--- src/rtl/arl_pkg.sv ---
// ----------------------------------------------------------------------------
// arl_pkg
// Shared types, codes and checksum helper for the ack/retry link endpoint.
// ----------------------------------------------------------------------------
`default_nettype none

package arl_pkg;

    // Input action codes
    typedef enum logic [1:0] {
        ACT_BODY = 2'd0,   // outgoing body byte
        ACT_RX   = 2'd1,   // byte received from the link
        ACT_TICK = 2'd2,   // one time tick
        ACT_NONE = 2'd3    // no operation
    } t_action;

    // Event codes on the result
    typedef enum logic [1:0] {
        EV_NONE   = 2'd0,
        EV_ACK    = 2'd1,
        EV_RESEND = 2'd2,
        EV_FAIL   = 2'd3
    } t_event;

    // Endpoint mode
    typedef enum logic [1:0] {
        MODE_IDLE = 2'd0,
        MODE_SEND = 2'd1,
        MODE_WAIT = 2'd2
    } t_mode;

    // Configuration register indexes
    localparam logic [1:0] CFG_RETRY_LIMIT    = 2'd0;
    localparam logic [1:0] CFG_TIMEOUT_TICKS  = 2'd1;
    localparam logic [1:0] CFG_FRAME_END_CHAR = 2'd2;

    localparam logic [7:0]  RST_RETRY_LIMIT    = 8'd3;
    localparam logic [15:0] RST_TIMEOUT_TICKS  = 16'd1000;
    localparam logic [7:0]  RST_FRAME_END_CHAR = 8'd0;

    // Acknowledge frame characters
    localparam logic [7:0] CHAR_A = 8'h41;
    localparam logic [7:0] CHAR_C = 8'h43;
    localparam logic [7:0] CHAR_K = 8'h4B;

    localparam logic [7:0] CHECK_MOD    = 8'd25;
    localparam logic [7:0] CHECK_OFFSET = 8'd97;

    // Count of ACK frame bytes before the end character, also the full-match count
    localparam logic [2:0] MATCH_FULL = 3'd4;

    // Most results per input item
    localparam int unsigned MAX_RES = 5;

    typedef struct packed {
        logic       tx_valid;
        logic [7:0] tx_byte;
        logic       host_valid;
        logic [7:0] host_byte;
        logic       host_end;
        t_event     event_res;
        logic [7:0] resend_count;
    } t_result;

    // (acc mod 25) + 97; quotient by reciprocal 41/1024, exact for 8-bit acc
    function automatic logic [7:0] finish_check(input logic [7:0] acc);
        logic [13:0] prod;
        logic [3:0]  quo;
        logic [7:0]  rem;
        prod = 14'(acc) * 14'd41;
        quo  = prod[13:10];
        rem  = acc - 8'({4'd0, quo} * CHECK_MOD);
        return rem + CHECK_OFFSET;
    endfunction

endpackage

`default_nettype wire

--- src/rtl/arl_in_if.sv ---
// ----------------------------------------------------------------------------
// arl_in_if
// Request channel into the endpoint: action, data byte and last-of-body flag.
// ----------------------------------------------------------------------------
`default_nettype none

interface arl_in_if;
    logic       valid;
    logic       ready;
    logic [1:0] action;
    logic [7:0] data_byte;
    logic       body_last;

    modport source (output valid, action, data_byte, body_last, input ready);
    modport sink   (input valid, action, data_byte, body_last, output ready);
endinterface

`default_nettype wire

--- src/rtl/arl_out_if.sv ---
// ----------------------------------------------------------------------------
// arl_out_if
// Result channel out of the endpoint: link byte, host byte and events.
// ----------------------------------------------------------------------------
`default_nettype none

interface arl_out_if;
    logic       valid;
    logic       ready;
    logic       tx_valid;
    logic [7:0] tx_byte;
    logic       host_valid;
    logic [7:0] host_byte;
    logic       host_end;
    logic [1:0] event_res;
    logic [7:0] resend_count;
    logic       final_res;

    modport source (output valid, tx_valid, tx_byte, host_valid, host_byte, host_end,
                    event_res, resend_count, final_res, input ready);
    modport sink   (input valid, tx_valid, tx_byte, host_valid, host_byte, host_end,
                    event_res, resend_count, final_res, output ready);
endinterface

`default_nettype wire

--- src/rtl/ack_retry_link_endpoint_unit.sv ---
// ----------------------------------------------------------------------------
// ack_retry_link_endpoint_unit
// Stop-and-wait link endpoint with checksum acknowledgement and retry timer.
// ----------------------------------------------------------------------------
//
//  Channel   Dir  Handshake            Carries
//  --------  ---  -------------------  --------------------------------------
//  i_in      in   valid/ready          action, data_byte, body_last
//  o_out     out  valid/ready          tx/host bytes, host_end, event, final
//  i_cfg_*   in   write enable only    retry_limit, timeout_ticks, end char
//
//  One request is registered, processed combinationally against the endpoint
//  state, and its 0..5 results land in a small result shift register. A request
//  that yields one result sustains one request per cycle while the output is
//  ready; a request with more results holds the next one until they are taken.
//  The next request is processed in the same cycle the last pending result is
//  taken, so output stalls only back up through the input register.
//  Synchronous active-low reset: idle mode, empty stages, registers at default.
// ----------------------------------------------------------------------------
`default_nettype none

module ack_retry_link_endpoint_unit (
    input  wire         i_clk,
    input  wire         i_rst_n,
    arl_in_if.sink      i_in,
    arl_out_if.source   o_out,
    input  wire         i_cfg_we,
    input  wire [1:0]   i_cfg_idx,
    input  wire [15:0]  i_cfg_data
);

    // Configuration
    logic [7:0]  r_retry_limit;
    logic [15:0] r_timeout_ticks;
    logic [7:0]  r_frame_end_char;

    // Input register
    logic                r_in_valid;
    arl_pkg::t_action    r_in_action;
    logic [7:0]          r_in_data;
    logic                r_in_last;

    // Endpoint state
    arl_pkg::t_mode r_mode, n_mode;
    logic [7:0]  r_tx_acc, n_tx_acc;
    logic [7:0]  r_tx_pos, n_tx_pos;
    logic [7:0]  r_exp_check, n_exp_check;
    logic [7:0]  r_rx_acc, n_rx_acc;
    logic [7:0]  r_rx_pos, n_rx_pos;
    logic [2:0]  r_match_pos, n_match_pos;
    logic        r_match_ok, n_match_ok;
    logic [15:0] r_wait_timer, n_wait_timer;
    logic [7:0]  r_retry_idx, n_retry_idx;

    // Result shift register; entry 0 is on the port
    arl_pkg::t_result r_res [arl_pkg::MAX_RES];
    arl_pkg::t_result n_res [arl_pkg::MAX_RES];
    logic [2:0]       r_cnt, n_cnt;

    logic w_take, w_proc, w_in_take;

    // Decoded conditions used by next-state and datapath
    logic        w_is_end;
    logic        w_ack_hit;
    logic [16:0] w_timer_inc;
    logic        w_expire;
    logic        w_give_up;
    logic [7:0]  w_base_acc, w_base_pos;
    logic [7:0]  w_body_acc;
    logic [7:0]  w_want;

    assign w_take    = o_out.valid && o_out.ready;
    assign w_proc    = r_in_valid && ((r_cnt == 3'd0) || ((r_cnt == 3'd1) && o_out.ready));
    assign i_in.ready = !r_in_valid || w_proc;
    assign w_in_take = i_in.valid && i_in.ready;

    assign w_is_end    = (r_in_data == r_frame_end_char);
    assign w_ack_hit   = r_match_ok && (r_match_pos == arl_pkg::MATCH_FULL);
    assign w_timer_inc = {1'b0, r_wait_timer} + 17'd1;
    assign w_expire    = (w_timer_inc >= {1'b0, r_timeout_ticks});
    assign w_give_up   = (({1'b0, r_retry_idx} + 9'd1) >= {1'b0, r_retry_limit});

    // A body byte in idle starts a fresh frame
    assign w_base_acc = (r_mode == arl_pkg::MODE_IDLE) ? 8'd0 : r_tx_acc;
    assign w_base_pos = (r_mode == arl_pkg::MODE_IDLE) ? 8'd0 : r_tx_pos;
    assign w_body_acc = w_base_acc ^ (r_in_data + w_base_pos);

    always_comb begin
        priority if (r_match_pos == 3'd0) w_want = arl_pkg::CHAR_A;
        else if (r_match_pos == 3'd1)     w_want = arl_pkg::CHAR_C;
        else if (r_match_pos == 3'd2)     w_want = arl_pkg::CHAR_K;
        else                              w_want = r_exp_check;
    end

    // Next mode
    always_comb begin
        n_mode = r_mode;
        unique case (r_in_action)
            arl_pkg::ACT_BODY: begin
                if (r_mode != arl_pkg::MODE_WAIT) begin
                    n_mode = r_in_last ? arl_pkg::MODE_WAIT : arl_pkg::MODE_SEND;
                end
            end
            arl_pkg::ACT_RX: begin
                if (r_mode == arl_pkg::MODE_WAIT && w_is_end && w_ack_hit) begin
                    n_mode = arl_pkg::MODE_IDLE;
                end
            end
            arl_pkg::ACT_TICK: begin
                if (r_mode == arl_pkg::MODE_WAIT && w_expire) begin
                    n_mode = w_give_up ? arl_pkg::MODE_IDLE : arl_pkg::MODE_SEND;
                end
            end
            arl_pkg::ACT_NONE: begin
                n_mode = r_mode;
            end
        endcase
    end

    // Datapath and results
    always_comb begin
        n_tx_acc     = r_tx_acc;
        n_tx_pos     = r_tx_pos;
        n_exp_check  = r_exp_check;
        n_rx_acc     = r_rx_acc;
        n_rx_pos     = r_rx_pos;
        n_match_pos  = r_match_pos;
        n_match_ok   = r_match_ok;
        n_wait_timer = r_wait_timer;
        n_retry_idx  = r_retry_idx;
        n_cnt        = 3'd0;
        for (int k = 0; k < arl_pkg::MAX_RES; k++) begin
            n_res[k] = '0;
        end

        unique case (r_in_action)
            arl_pkg::ACT_BODY: begin
                if (r_mode != arl_pkg::MODE_WAIT) begin
                    if (r_mode == arl_pkg::MODE_IDLE) begin
                        n_rx_acc    = 8'd0;
                        n_rx_pos    = 8'd0;
                        n_retry_idx = 8'd0;
                    end
                    n_tx_acc = w_body_acc;
                    n_tx_pos = w_base_pos + 8'd1;
                    n_res[0].tx_valid = 1'b1;
                    n_res[0].tx_byte  = r_in_data;
                    n_cnt = 3'd1;
                    if (r_in_last) begin
                        n_exp_check = arl_pkg::finish_check(w_body_acc);
                        n_res[1].tx_valid = 1'b1;
                        n_res[1].tx_byte  = r_frame_end_char;
                        n_cnt        = 3'd2;
                        n_wait_timer = 16'd0;
                        n_match_pos  = 3'd0;
                        n_match_ok   = 1'b1;
                    end
                end
            end
            arl_pkg::ACT_RX: begin
                if (r_mode == arl_pkg::MODE_IDLE) begin
                    if (w_is_end) begin
                        // frame end: answer with A C K check end
                        n_res[0].tx_valid = 1'b1;
                        n_res[0].tx_byte  = arl_pkg::CHAR_A;
                        n_res[0].host_end = 1'b1;
                        n_res[1].tx_valid = 1'b1;
                        n_res[1].tx_byte  = arl_pkg::CHAR_C;
                        n_res[2].tx_valid = 1'b1;
                        n_res[2].tx_byte  = arl_pkg::CHAR_K;
                        n_res[3].tx_valid = 1'b1;
                        n_res[3].tx_byte  = arl_pkg::finish_check(r_rx_acc);
                        n_res[4].tx_valid = 1'b1;
                        n_res[4].tx_byte  = r_frame_end_char;
                        n_cnt    = 3'd5;
                        n_rx_acc = 8'd0;
                        n_rx_pos = 8'd0;
                    end else begin
                        n_rx_acc = r_rx_acc ^ (r_in_data + r_rx_pos);
                        n_rx_pos = r_rx_pos + 8'd1;
                        n_res[0].host_valid = 1'b1;
                        n_res[0].host_byte  = r_in_data;
                        n_cnt = 3'd1;
                    end
                end else if (r_mode == arl_pkg::MODE_WAIT) begin
                    if (w_is_end) begin
                        if (w_ack_hit) begin
                            n_res[0].event_res    = arl_pkg::EV_ACK;
                            n_res[0].resend_count = r_retry_idx;
                            n_cnt = 3'd1;
                        end
                        n_match_pos = 3'd0;
                        n_match_ok  = 1'b1;
                    end else begin
                        if (r_match_pos >= arl_pkg::MATCH_FULL || r_in_data != w_want) begin
                            n_match_ok = 1'b0;
                        end
                        if (r_match_pos < arl_pkg::MATCH_FULL) begin
                            n_match_pos = r_match_pos + 3'd1;
                        end
                    end
                end
            end
            arl_pkg::ACT_TICK: begin
                if (r_mode == arl_pkg::MODE_WAIT) begin
                    if (w_expire) begin
                        n_cnt = 3'd1;
                        if (w_give_up) begin
                            n_res[0].event_res = arl_pkg::EV_FAIL;
                        end else begin
                            n_res[0].event_res = arl_pkg::EV_RESEND;
                            n_retry_idx = r_retry_idx + 8'd1;
                            n_tx_acc    = 8'd0;
                            n_tx_pos    = 8'd0;
                        end
                        n_wait_timer = 16'd0;
                        n_match_pos  = 3'd0;
                        n_match_ok   = 1'b1;
                    end else begin
                        n_wait_timer = w_timer_inc[15:0];
                    end
                end
            end
            arl_pkg::ACT_NONE: begin
                n_cnt = 3'd0;
            end
        endcase
    end

    // Configuration writes
    always_ff @(posedge i_clk) begin
        if (!i_rst_n) begin
            r_retry_limit    <= arl_pkg::RST_RETRY_LIMIT;
            r_timeout_ticks  <= arl_pkg::RST_TIMEOUT_TICKS;
            r_frame_end_char <= arl_pkg::RST_FRAME_END_CHAR;
        end else if (i_cfg_we) begin
            unique case (i_cfg_idx)
                arl_pkg::CFG_RETRY_LIMIT:    r_retry_limit    <= i_cfg_data[7:0];
                arl_pkg::CFG_TIMEOUT_TICKS:  r_timeout_ticks  <= i_cfg_data;
                arl_pkg::CFG_FRAME_END_CHAR: r_frame_end_char <= i_cfg_data[7:0];
                default: begin
                end
            endcase
        end
    end

    // Input register
    always_ff @(posedge i_clk) begin
        if (!i_rst_n) begin
            r_in_valid <= 1'b0;
        end else if (w_in_take) begin
            r_in_valid <= 1'b1;
        end else if (w_proc) begin
            r_in_valid <= 1'b0;
        end
    end

    always_ff @(posedge i_clk) begin
        if (!i_rst_n) begin
            r_in_action <= arl_pkg::ACT_NONE;
            r_in_data   <= 8'd0;
            r_in_last   <= 1'b0;
        end else if (w_in_take) begin
            r_in_action <= arl_pkg::t_action'(i_in.action);
            r_in_data   <= i_in.data_byte;
            r_in_last   <= i_in.body_last;
        end
    end

    // Endpoint state
    always_ff @(posedge i_clk) begin
        if (!i_rst_n) begin
            r_mode       <= arl_pkg::MODE_IDLE;
            r_tx_acc     <= 8'd0;
            r_tx_pos     <= 8'd0;
            r_exp_check  <= 8'd0;
            r_rx_acc     <= 8'd0;
            r_rx_pos     <= 8'd0;
            r_match_pos  <= 3'd0;
            r_match_ok   <= 1'b1;
            r_wait_timer <= 16'd0;
            r_retry_idx  <= 8'd0;
        end else if (w_proc) begin
            r_mode       <= n_mode;
            r_tx_acc     <= n_tx_acc;
            r_tx_pos     <= n_tx_pos;
            r_exp_check  <= n_exp_check;
            r_rx_acc     <= n_rx_acc;
            r_rx_pos     <= n_rx_pos;
            r_match_pos  <= n_match_pos;
            r_match_ok   <= n_match_ok;
            r_wait_timer <= n_wait_timer;
            r_retry_idx  <= n_retry_idx;
        end
    end

    // Result count
    always_ff @(posedge i_clk) begin
        if (!i_rst_n) begin
            r_cnt <= 3'd0;
        end else if (w_proc) begin
            r_cnt <= n_cnt;
        end else if (w_take) begin
            r_cnt <= r_cnt - 3'd1;
        end
    end

    // Result entries: load a new bundle or shift one toward the port
    always_ff @(posedge i_clk) begin
        if (w_proc) begin
            for (int k = 0; k < arl_pkg::MAX_RES; k++) begin
                r_res[k] <= n_res[k];
            end
        end else if (w_take) begin
            for (int k = 0; k < arl_pkg::MAX_RES - 1; k++) begin
                r_res[k] <= r_res[k + 1];
            end
        end
    end

    assign o_out.valid        = (r_cnt != 3'd0);
    assign o_out.tx_valid     = r_res[0].tx_valid;
    assign o_out.tx_byte      = r_res[0].tx_byte;
    assign o_out.host_valid   = r_res[0].host_valid;
    assign o_out.host_byte    = r_res[0].host_byte;
    assign o_out.host_end     = r_res[0].host_end;
    assign o_out.event_res    = r_res[0].event_res;
    assign o_out.resend_count = r_res[0].resend_count;
    assign o_out.final_res    = (r_cnt == 3'd1);

endmodule

`default_nettype wire

--- src/flat_wrapper.sv ---
// flat-port wrapper written by rule: the top's interface ports become plain ports
module ack_retry_link_endpoint_unit_flat 
  (i_clk, i_rst_n, i_cfg_we, i_cfg_idx, i_cfg_data, i_in_valid, i_in_action, i_in_data_byte, i_in_body_last, i_in_ready, o_out_valid, o_out_tx_valid, o_out_tx_byte, o_out_host_valid, o_out_host_byte, o_out_host_end, o_out_event_res, o_out_resend_count, o_out_final_res, o_out_ready);
  arl_in_if i_in_i ();
  arl_out_if o_out_i ();
  input  wire i_clk;
  input  wire i_rst_n;
  input  wire i_cfg_we;
  input  wire [1:0] i_cfg_idx;
  input  wire [15:0] i_cfg_data;
  input wire logic [$bits(i_in_i.valid)-1:0] i_in_valid;
  input wire logic [$bits(i_in_i.action)-1:0] i_in_action;
  input wire logic [$bits(i_in_i.data_byte)-1:0] i_in_data_byte;
  input wire logic [$bits(i_in_i.body_last)-1:0] i_in_body_last;
  output wire logic [$bits(i_in_i.ready)-1:0] i_in_ready;
  output wire logic [$bits(o_out_i.valid)-1:0] o_out_valid;
  output wire logic [$bits(o_out_i.tx_valid)-1:0] o_out_tx_valid;
  output wire logic [$bits(o_out_i.tx_byte)-1:0] o_out_tx_byte;
  output wire logic [$bits(o_out_i.host_valid)-1:0] o_out_host_valid;
  output wire logic [$bits(o_out_i.host_byte)-1:0] o_out_host_byte;
  output wire logic [$bits(o_out_i.host_end)-1:0] o_out_host_end;
  output wire logic [$bits(o_out_i.event_res)-1:0] o_out_event_res;
  output wire logic [$bits(o_out_i.resend_count)-1:0] o_out_resend_count;
  output wire logic [$bits(o_out_i.final_res)-1:0] o_out_final_res;
  input wire logic [$bits(o_out_i.ready)-1:0] o_out_ready;
  assign i_in_i.valid = i_in_valid;
  assign i_in_i.action = i_in_action;
  assign i_in_i.data_byte = i_in_data_byte;
  assign i_in_i.body_last = i_in_body_last;
  assign i_in_ready = i_in_i.ready;
  assign o_out_valid = o_out_i.valid;
  assign o_out_tx_valid = o_out_i.tx_valid;
  assign o_out_tx_byte = o_out_i.tx_byte;
  assign o_out_host_valid = o_out_i.host_valid;
  assign o_out_host_byte = o_out_i.host_byte;
  assign o_out_host_end = o_out_i.host_end;
  assign o_out_event_res = o_out_i.event_res;
  assign o_out_resend_count = o_out_i.resend_count;
  assign o_out_final_res = o_out_i.final_res;
  assign o_out_i.ready = o_out_ready;
  ack_retry_link_endpoint_unit u_core (.i_clk(i_clk), .i_rst_n(i_rst_n), .i_in(i_in_i), .o_out(o_out_i), .i_cfg_we(i_cfg_we), .i_cfg_idx(i_cfg_idx), .i_cfg_data(i_cfg_data));
endmodule
--- config.mk ---
export PLATFORM = sky130hd
export DESIGN_NAME = ack_retry_link_endpoint_unit_flat
export DESIGN_NICKNAME = d
export VERILOG_FILES = /design/src/rtl/arl_pkg.sv /design/src/rtl/arl_in_if.sv /design/src/rtl/arl_out_if.sv /design/src/rtl/ack_retry_link_endpoint_unit.sv /design/src/flat_wrapper.sv
export SDC_FILE = /design/constraint.sdc
export NUM_CORES = 1
export LEC_CHECK = 0
export BUFFER_PORTS_ARGS = -buffer_cell sky130_fd_sc_hd__buf_2
export CAP_MARGIN = 20
export CORE_MARGIN = 4
export CORE_UTILIZATION = 56
export DETAILED_ROUTE_END_ITERATION = 8
export PLACE_DENSITY = 0.77
export SYNTH_ARGS = -nofsm -noshare
export SYNTH_HDL_FRONTEND = slang
export SYNTH_SLANG_ARGS = --single-unit
--- constraint.sdc ---
create_clock -name i_clk -period 8 [get_ports i_clk]
set_clock_uncertainty 0.15 [all_clocks]
set_input_delay 1.6 -clock i_clk [delete_from_list [all_inputs] [get_ports i_clk]]
set_output_delay 1.6 -clock i_clk [all_outputs]
set_load 0.02 [all_outputs]
==> impl_metrics.json <==
{
  "worstPathArrival_ns": 7.84,
  "synth_area_sq_mm": 0.0119,
  "cts-root-buf": "clkbuf_16",
  "rr_worst_depth": 31,
  "synthArstFlopShare_pct": 0,
  "rrSetupSlack_ns": 0.37,
  "grt-busiest-layer": "met2",
  "multi_input_area_sq_mm": 0.00685,
  "maxCapViolations": 0,
  "tightestPinTransition_ns": 1.02,
  "powerDensity_mw_per_mm2": 218,
  "cp-start-kind": "flop",
  "yosysWarnings": 0,
  "drtAntennaViolNets": 0,
  "postSynthNetCount": 1511,
  "clock_sinks": 182,
  "drtPass1Iterations": 5,
  "cp-startpoint": "u_core.r_mode[1]",
  "path_buf_inv": 3,
  "grt_use_total_pct": 23.7,
  "n_antenna_cell": 0,
  "die_w_um": 154,
  "grt_use_met2_pct": 40.4,
  "drv_slew": 0,
  "cp_common_cell": "ha_1",
  "place_hpwl_um": 20600,
  "vdd_drop_max_uv": 162,
  "met3_usage_pct": 5.07,
  "cts_made_buffers": 17,
  "r2r-start": "u_core.r_mode[1]",
  "area_delta_synth_final_pct": 9.05,
  "antenna_found_initial": 0,
  "synth-seq-area-share_pct": 36.0,
  "cts_max_path_buffers": 2,
  "cts_hold_buffers": 0,
  "relSlewSlack_pct": 31.3,
  "setup_viol": 0,
  "grt_pass1_wl_um": 45800,
  "dieArea_sq_mm": 0.0237,
  "wl_per_cell_um": 17.2,
  "ys_ff_latch": 182,
  "path_delay_family": "adder cells",
  "max_freq_mhz": 131,
  "cp_slowest_cell": "fa_1",
  "clkTransAtPathRegs_ns": 0.08,
  "vias_per_cell": 5.86,
  "synth.distinct_cells": 74,
  "ioPinCount": 66,
  "drive_above_1_share_pct": 9.96,
  "drt_iter0_drc": 702,
  "io_buffers": 65,
  "grt_use_met1_pct": 29.6,
  "synth-edff-count": 65,
  "nets": 1533,
  "holdPathStages": 2,
  "min_period_over_period_pct": 95.3,
  "fill_cells": 1723,
  "timing.rr.end": "u_core.r_exp_check[7]",
  "synthCells": 1321,
  "clock_latency_ns": 0.44,
  "placed_area_sq_mm": 0.0123,
  "place_congestion": 0.936,
  "cts_tree": "done",
  "die_h_um": 154,
  "core_area_sq_mm": 0.0210,
  "total_power_mw": 2.84,
  "synthFlopType": "dfxtp_1",
  "grt_pass1_vias": 9387,
  "critical_path.max_fanout": 18,
  "worst_ep_required_time_ns": 8.22,
  "drc": 0,
  "gr-total-overflow": 0,
  "final_area_sq_mm": 0.0130,
  "final_hold_viol_count": 0,
  "min_to": "u_core.r_timeout_ticks[14]",
  "avgSynthCellArea_sq_um": 9.04,
  "cts_max_level": 4,
  "cp-end-kind": "flop",
  "grt_max_degree": 67,
  "status": "complete, no violations",
  "worstHoldPathType": "flop to flop",
  "drt_wl_total_um": 28000,
  "min_from": "u_core.r_timeout_ticks[14]",
  "row_count": 53,
  "seq_area_sq_mm": 0.00429,
  "vias": 9562,
  "worstSetupPathType": "flop to flop",
  "slowest_delay_ns": 0.55,
  "p_leak_nw": 5.97,
  "start_util_pct": 56.8,
  "min_period_ns": 7.63
}
[worst register-to-register path, delay by kind of cell (launching register included)]
family | cells | cell delay [ns]
adders and majority gates | 9 | 3.10
DFF | 1 | 0.39
AOI/OAI and AO/OA | 9 | 1.67
xor gates and xnor gates | 4 | 0.88
and+or+nand+nor | 6 | 1.07
buffers and inverters | 3 | 0.29
[routing by layer]
| metal | vias up | wire length (um) | part of all wire (%) |
|---|---|---|---|
| li1 | 4629 | - | - |
| met1 | 4571 | 11800 | 42 |
| met2 | 298 | 13700 | 49 |
| met3 | 64 | 1880 | 6.7 |
| met4 | 0 | 691 | 2.5 |
| met5 | - | 0 | 0 |
[state kept, by name, indices dropped and copies added (netlist names)]
register                 flops
u_core.r_retry_limit         8
u_core.r_rx_acc              8
u_core.r_wait_timer         16
u_core.r_match_ok            1
u_core.r_in_last             1
u_core.r_in_data             8
u_core.r_in_action           2
u_core.r_res                65
u_core.r_mode                2
u_core.r_tx_acc              8
u_core.r_timeout_ticks      16
u_core.r_in_valid            1
u_core.r_tx_pos              8
u_core.r_exp_check           8
u_core.r_frame_end_char      8
u_core.r_match_pos           3
u_core.r_cnt                 3
u_core.r_retry_idx           8
u_core.r_rx_pos              8
[cells in the final DEF, fill, tap and decap left out, drive strengths merged, types with 17 or more instances in the layout]
cell type | Yosys | routed
nand2 | 158 | 158
ha | 139 | 139
dfxtp | 117 | 117
inv | 110 | 117
nor2 | 87 | 87
buf | 34 | 85
a21oi | 65 | 65
edfxtp | 65 | 65
nand3 | 51 | 51
xnor2 | 46 | 46
o21ai | 45 | 45
xor2 | 39 | 39
and2 | 38 | 38
mux2i | 23 | 23
a21o | 19 | 19
and3 | 18 | 18
fa | 17 | 17
clkbuf | 48 | 17
[report_power, final]
| group | internal [mW] | total, mW | leakage [nW] | switching, mW |
|---|---|---|---|---|
| Clock | 0.435 | 0.874 | 0.305 | 0.440 |
| Combinational | 0.265 | 0.774 | 4.07 | 0.509 |
| Sequential | 1.14 | 1.20 | 1.59 | 0.0530 |
| Total | 1.84 | 2.84 | 5.97 | 1.00 |
[through the flow]
step                hold slack [ns]  worst slack (ns)  setup TNS [ns]  instances  util, %
floorplan                     0.279             0.505               0       1321        -
global placement              0.290             0.509               0       1598     58.7
detailed placement            0.296             0.241               0       1598     58.7
CTS                           0.306             0.203               0       1630     61.7
global route                  0.323          -0.00953        -0.00953       1631     61.9
finish                        0.307             0.373               0       1631     61.9
[worst max-delay path by stage]
stage / endpoint / slack, ns / cells after the start
final: u_core.r_exp_check[7] / 0.37 / 31
after detailed placement: u_core.r_exp_check[7] / 0.24 / 28
after global placement: u_core.r_exp_check[7] / 0.51 / 28
after global routing: u_core.r_exp_check[7] / -0.01 / 29
after floorplan: u_core.r_exp_check[7] / 0.50 / 32
after CTS: u_core.r_exp_check[7] / 0.20 / 28
[Yosys cell counts (5+ instances only)]
cell type / number / share of area [%]
mux2i_1: 23 / 1.9
nand3b_1: 5 / 0.31
edfxtp_1: 65 / 16
nand4_1: 14 / 0.73
inv_1: 109 / 3.4
buf_2: 7 / 0.29
o211ai_1: 10 / 0.63
o21ai_1: 11 / 0.46
o311ai_1: 5 / 0.37
a211oi_1: 9 / 0.57
buf_4: 26 / 1.6
o31ai_1: 12 / 0.75
o21ai_0: 34 / 1.4
nor2b_1: 9 / 0.47
a31oi_1: 11 / 0.58
or3_1: 9 / 0.47
o22ai_1: 5 / 0.26
a22o_1: 8 / 0.59
clkbuf_1: 48 / 1.5
xor2_1: 39 / 2.9
and3_1: 18 / 0.94
nand2_1: 158 / 5.0
fa_1: 17 / 2.9
dfxtp_1: 117 / 20
ha_1: 139 / 15
a22oi_1: 6 / 0.38
nand3_1: 50 / 2.1
nor3_1: 16 / 0.67
nand4b_1: 5 / 0.37
nor2_1: 87 / 2.7
and2_1: 38 / 2.0
nor4_1: 6 / 0.31
o21bai_1: 7 / 0.44
a21o_1: 19 / 1.2
xnor2_1: 46 / 3.4
nand2b_1: 7 / 0.37
a21oi_1: 65 / 2.7
[cell families (layout without fill, tap and decap cells)]
logic type / count (synthesis) / in the layout / share of synthesized area [%]
adders and majority gates: 157 / 157 / 17.5
DFF: 182 / 182 / 36.0
muxes: 24 / 24 / 2.02
xor gates and xnor gates: 86 / 86 / 6.43
AOI/OAI and AO/OA: 244 / 244 / 13.7
buffers and inverters: 192 / 227 / 6.93
and+or+nand+nor: 436 / 436 / 17.5
[timing repair]
action / 4_1_cts / 5_1_grt
setup buffers: 0 / 1
resized for setup: 0 / 5
endpoints found under the setup margin: 0 / 1
[area by class of cell]
cell class / instances / share of cell area [%]
inverters: 110 / 3.17
well taps: 275 / 2.64
clock buffers: 17 / 3.27
clock inverters: 15 / 1.62
flip-flops and latches: 182 / 33.0
repair buffers: 85 / 3.65
multi-input cells: 947 / 52.6
No activity file was read; power rests on OpenSTA's default activity.
